===== config.mk =====
export PLATFORM = sky130hd
export DESIGN_NAME = svie_queue
export DESIGN_NICKNAME = d
export VERILOG_FILES = /design/src/rtl/svie_pkg.sv /design/src/rtl/svie_queue.sv
export SDC_FILE = /design/constraint.sdc
export NUM_CORES = 1
export LEC_CHECK = 0
export BUFFER_PORTS_ARGS = -buffer_cell sky130_fd_sc_hd__buf_2
export CORE_MARGIN = 2
export CORE_UTILIZATION = 25
export CTS_BUF_LIST = sky130_fd_sc_hd__clkbuf_4 sky130_fd_sc_hd__clkbuf_8 sky130_fd_sc_hd__clkbuf_16
export DETAILED_ROUTE_END_ITERATION = 10
export PLACE_DENSITY = 0.46
export SLEW_MARGIN = 20
export SYNTH_ARGS = -nofsm -noshare
export SYNTH_HDL_FRONTEND = slang
export SYNTH_SLANG_ARGS = --single-unit
export TNS_END_PERCENT = 20

===== constraint.sdc =====
create_clock -name clock -period 4.32 [get_ports clock]
set_input_delay 0.648 -clock clock [delete_from_list [all_inputs] [get_ports clock]]
set_output_delay 0.648 -clock clock [all_outputs]
set_load 0.05 [all_outputs]

===== src/rtl/svie_pkg.sv =====
`timescale 1ns / 1ps
package svie_pkg;

   localparam int unsigned WORD_W = 32;

   localparam logic [4:0] OP_PUSH   = 5'd0;
   localparam logic [4:0] OP_ADD    = 5'd1;
   localparam logic [4:0] OP_SUB    = 5'd2;
   localparam logic [4:0] OP_MUL    = 5'd3;
   localparam logic [4:0] OP_DIV    = 5'd4;
   localparam logic [4:0] OP_DUP    = 5'd5;
   localparam logic [4:0] OP_SWAP   = 5'd6;
   localparam logic [4:0] OP_ROT    = 5'd7;
   localparam logic [4:0] OP_DROP   = 5'd8;
   localparam logic [4:0] OP_PRNUM  = 5'd9;
   localparam logic [4:0] OP_PRCHR  = 5'd10;
   localparam logic [4:0] OP_DUMP   = 5'd11;
   localparam logic [4:0] OP_STA    = 5'd12;
   localparam logic [4:0] OP_LDA    = 5'd13;
   localparam logic [4:0] OP_CMP    = 5'd14;
   localparam logic [4:0] OP_JMP    = 5'd15;
   localparam logic [4:0] OP_JC     = 5'd16;
   localparam logic [4:0] OP_JNC    = 5'd17;
   localparam logic [4:0] OP_JEQ    = 5'd18;
   localparam logic [4:0] OP_JNE    = 5'd19;
   localparam logic [4:0] OP_JL     = 5'd20;
   localparam logic [4:0] OP_JLE    = 5'd21;
   localparam logic [4:0] OP_JG     = 5'd22;
   localparam logic [4:0] OP_JGE    = 5'd23;
   localparam logic [4:0] OP_STP    = 5'd24;
   localparam logic [4:0] OP_LDP    = 5'd25;
   localparam logic [4:0] OP_CALL   = 5'd26;
   localparam logic [4:0] OP_RET    = 5'd27;
   localparam logic [4:0] OP_EXIT   = 5'd28;

   localparam logic CMD_EXEC    = 1'b0;
   localparam logic CMD_PRELOAD = 1'b1;

   localparam int unsigned FL_EQ = 0;
   localparam int unsigned FL_LT = 1;
   localparam int unsigned FL_GT = 2;
   localparam int unsigned FL_CY = 3;

   typedef enum logic [2:0] {
      ST_OK      = 3'd0,
      ST_OVER    = 3'd1,
      ST_UNDER   = 3'd2,
      ST_ILLEGAL = 3'd3,
      ST_ADDR    = 3'd4,
      ST_DIVZERO = 3'd5,
      ST_HALTED  = 3'd6
   } status_type;

   typedef enum logic [1:0] {
      EV_NONE  = 2'd0,
      EV_PRNUM = 2'd1,
      EV_PRCHR = 2'd2,
      EV_EXIT  = 2'd3
   } event_type;

   typedef struct packed {
      logic               command;
      logic [4:0]         opcode;
      logic signed [31:0] operand;
      logic [11:0]        load_address;
      logic signed [31:0] load_data;
   } req_type;

   typedef struct packed {
      status_type         status;
      logic [31:0]        next_pointer;
      event_type          event_kind;
      logic signed [31:0] event_value;
   } rsp_type;

   typedef struct packed {
      req_type req;
      logic    preload;
      logic    illegal;
   } entry_type;

   typedef enum logic [3:0] {
      S_CLEAR, S_IDLE, S_R1, S_R2, S_R3, S_R4, S_EXEC, S_DIV, S_W1, S_W2, S_DONE
   } back_state_type;

endpackage


===== src/rtl/svie_queue.sv =====
`timescale 1ns / 1ps
module svie_queue (
   input  logic                clock,
   input  logic                reset,
   input  logic                push,
   input  svie_pkg::entry_type push_data,
   output logic                full,
   input  logic                pop,
   output svie_pkg::entry_type pop_data,
   output logic                empty
);

   svie_pkg::entry_type ent_ff [2];
   logic       wp_ff, wp_in, rp_ff, rp_in;
   logic [1:0] cnt_ff, cnt_in;

   assign full     = (cnt_ff == 2'd2);
   assign empty    = (cnt_ff == 2'd0);
   assign pop_data = ent_ff[rp_ff];

   always_comb begin
      wp_in  = wp_ff ^ push;
      rp_in  = rp_ff ^ pop;
      cnt_in = cnt_ff + {1'b0, push} - {1'b0, pop};
   end

   always_ff @(posedge clock) begin
      if (reset) begin
         wp_ff  <= 1'b0;
         rp_ff  <= 1'b0;
         cnt_ff <= 2'd0;
      end else begin
         wp_ff  <= wp_in;
         rp_ff  <= rp_in;
         cnt_ff <= cnt_in;
      end
   end

   always_ff @(posedge clock) begin
      if (push) begin
         ent_ff[wp_ff] <= push_data;
      end
   end

   a_no_overflow: assert property (@(posedge clock) disable iff (reset)
      push |-> !full) else $error("queue overflow");
   a_no_underflow: assert property (@(posedge clock) disable iff (reset)
      pop |-> !empty) else $error("queue underflow");
   a_count: assert property (@(posedge clock) disable iff (reset)
      cnt_ff != 2'd3) else $error("queue count out of range");

endmodule


======== Word level (Yosys, flattened, before mapping) ========
Memory sizes are Yosys's and may differ from the RTL's. A register that Yosys moved wholly into a read port is not among the register bits.
Index checks and enable logic that the tools add are counted.
storage, ports and cells
  register bits after elaboration ......... 4
  RAM bits ................................ 168
  input bits .............................. 88
  word-level logic and storage cells ...... 13
  memories ................................ 1
memory list
  memory  depth  width  read ports  clocked after memory_dff  write ports  RTL line          RTL
  ent_ff  2      84     1           1                         1            svie_queue.sv:13  svie_pkg::entry_type ent_ff [2];
operators by class
  add/sub/neg operators ................... 2
  equality and inequality tests ........... 1
  multiplexer cells ....................... 3
  bitwise operators ....................... 2
  reductions and logical operators ........ 1
operator list
  operator            count
  $mux 1              3
  $add 2x1->2         1
  $eq 2x2->1 const B  1
  $logic_not 2->1     1
  $sub 2x1->2         1
  $xor 1x1->1         2

======== Depth between registers and ports, before layout ========
  depth after elaboration ................. 2
  mapped depth ............................ 6
  mapped depth without buffers ............ 6

======== Worst setup path after synthesis ========
OpenSTA, ideal clock, no wires.
  kind .................................... in2reg
  from .................................... input port push
  to ...................................... memory ent_ff[0][0] (netlist bit) (enable)
  library setup time ...................... 0.452 ns
  arrival time ............................ 2.654 ns
  data required time ...................... 3.868 ns
  path slack .............................. 1.214 ns
  stages on the path ...................... 1
  cells stage by stage .................... ha_1
on the way
  word-level cells in the longest chain between the ends .. 2
RTL lines
  element                       RTL line          RTL
  start: declaration            svie_queue.sv:5   input logic push,
  $mux 1                        svie_queue.sv:40  if (push) begin
  $mux 1 (not written as such)  svie_queue.sv:41  ent_ff[wp_ff] <= push_data;
  end: declaration              svie_queue.sv:13
No other way between the ends.

==> flow_summary.json <==
{
  "fp.dieH_um": 162,
  "synth.avg_cell_area_sq_um": 22.4,
  "period_share_pct": 66.5,
  "netlist_instances": 280,
  "fin_area_sq_um": 8090,
  "synth.yosys.seq_area_share_pct": 81.7,
  "cts_buffers": 17,
  "slew_viol_final": 0,
  "utilization_pct": 33.1,
  "r2r-end": "ent_ff[0][17]$_DFFE_PP_",
  "regArea_sq_um": 5130,
  "cts_tree": "done",
  "vias_per_cell": 3.94,
  "worstHoldPathCells": 1,
  "worstPathRequired_ns": 3.67,
  "powerDensity_nw_per_um2": 504,
  "nets": 561,
  "worst_setup_path_end_kind": "primary output",
  "htree_levels": 4,
  "die-area_sq_um": 26400,
  "drc": 0,
  "finalPower_mw": 4.07,
  "postRouteAntennaNets": 0,
  "multi_input_area_sq_um": 1080,
  "r2r_setup_slack_ns": 2.50,
  "cap_violations": 0,
  "fmax_ghz": 0.348,
  "worstPathArrival_ns": 2.22,
  "place_area_sq_um": 7540,
  "cts_resized": 0,
  "clk_pin_slew_ns": 0.07,
  "cts.path.max_buffers": 2,
  "clk_latency_ns": 0.41,
  "grt_pass1_wl_um": 19300,
  "drt_iter0_drc": 114,
  "grt_use_total_pct": 9.77,
  "critPathBufInv": 2,
  "layout-drive-gt1-share_pct": 51.5,
  "place_inst": 774,
  "slowest_stage": "dfxtp_4",
  "overflow": 0,
  "relSlewSlack_pct": 41.4,
  "die_w_um": 162,
  "layout_commonest_cell": "buf_2",
  "hold_violations": 0,
  "dp_hpwl_um": 8050,
  "synth_seq_cells": 172,
  "tns_ns": 0,
  "mostFrequentLayoutCells": "buf_2, edfxtp_1, mux2_1",
  "leakage_nw": 2.98,
  "regToRegStartpoint": "wp_ff$_SDFF_PP0_",
  "slowest_delay_ns": 0.73,
  "setup_viol": 0,
  "synth_warnings": 0,
  "synth_cell_types": 13,
  "post_cts_buffers": 0,
  "syn_nets": 372,
  "start_util_pct": 25.6,
  "firstDrtPassIters": 4,
  "synth_area_sq_um": 6270,
  "antenna_found_initial": 0,
  "min_to": "ent_ff[1][77]$_DFFE_PP_",
  "hold_buffers": 0,
  "crit_path_cell_trace": "buf_4, mux2_1, buf_2",
  "hold_path_class": "input pin to register",
  "rows": 57,
  "cts.sinks": 172,
  "drt-total-wl_um": 12400,
  "min_from": "push_data[77]",
  "ir_drop_uv": 206,
  "num_vias": 3177,
  "critPathKind": "register to primary output",
  "fin_crit_ns": 2.87,
  "cp_max_fo": 36,
  "root_buffer": "clkbuf_16",
  "rsz0062_at_grt": "false",
  "reg2reg_depth": 3,
  "startpoint_type": "register",
  "tightest_slew_ns": 0.879,
  "grt_pass1_vias": 3563,
  "fillers": 2377,
  "grt_max_degree": 57,
  "diodes": 0,
  "routedWlPerCell_um": 15.4,
  "design.core.area_sq_um": 24500,
  "gp_congestion": 0.710,
  "crit_family": "flip-flops",
  "ioPinCount": 174,
  "port_buffers": 173,
  "area_growth_pct": 29.0,
  "final_cells": 806,
  "skew_ns": 0.00758,
  "outcome": "finished, final reports clean"
}
area by class of cell:
type,count,area share (%)
multi-input cells,96,13.4
inverters,3,0.139
flip-flops and latches,172,63.4
clock inverters,13,1.35
well taps,324,5.01
repair buffers,179,11.3
clock buffers,19,5.45
how the worst max path moves through the flow:
| stage | from | end | slack (ns) | depth (start not counted) |
|---|---|---|---|---|
| final | rp_ff$_SDFF_PP0_ | pop_data[46] | 1.45 | 3 |
| after floorplan | push | ent_ff[0][0]$_DFFE_PP_ | 1.21 | 1 |
| after detailed placement | rp_ff$_SDFF_PP0_ | pop_data[42] | 1.84 | 3 |
| after CTS | rp_ff$_SDFF_PP0_ | pop_data[42] | 1.37 | 3 |
| after global routing | rp_ff$_SDFF_PP0_ | pop_data[10] | 1.29 | 3 |
| after global placement | rp_ff$_SDFF_PP0_ | pop_data[46] | 1.85 | 3 |
per-layer routing:
layer	share of wire [%]	track usage (%)
met5	0	0
met4	0.46	3.02
met3	6.8	3.67
met2	51	16.8
met1	42	11.3
through the flow:
stage	hold slack, ns	worst slack, ns
detailed placement	0.602	1.84
global route	0.381	1.29
global placement	0.593	1.85
floorplan	0.519	1.21
finish	0.417	1.45
CTS	0.389	1.37
logic make-up after synthesis:
group	synth area share, %
adders and majority gates	0.798
buffers and inverters	1.44
muxes	15.1
DFF	81.7
xor gates and xnor gates	0.499
and+or+nand+nor	0.439
registers in the layout, indices dropped and copies added (netlist names):
register  count
wp_ff         1
cnt_ff        2
rp_ff         1
ent_ff      168
power breakdown:
group          switching [mW]  internal, mW
sequential             0.0368          1.95
clock                   0.656         0.762
combinational           0.489         0.183
total                    1.18          2.89
Yosys cell counts:
cell,instances,area (sq um)
buf_2,3,15.0
buf_4,1,7.51
buf_6,5,56.3
dfxtp_1,4,80.1
edfxtp_1,168,5040
ha_1,4,50.1
inv_1,3,11.3
mux2_1,50,563
mux2_2,34,383
nor2_1,4,15.0
nor2b_1,2,12.5
xnor2_1,1,8.76
xnor3_1,1,22.5
No activity file was read; power rests on OpenSTA's default activity.
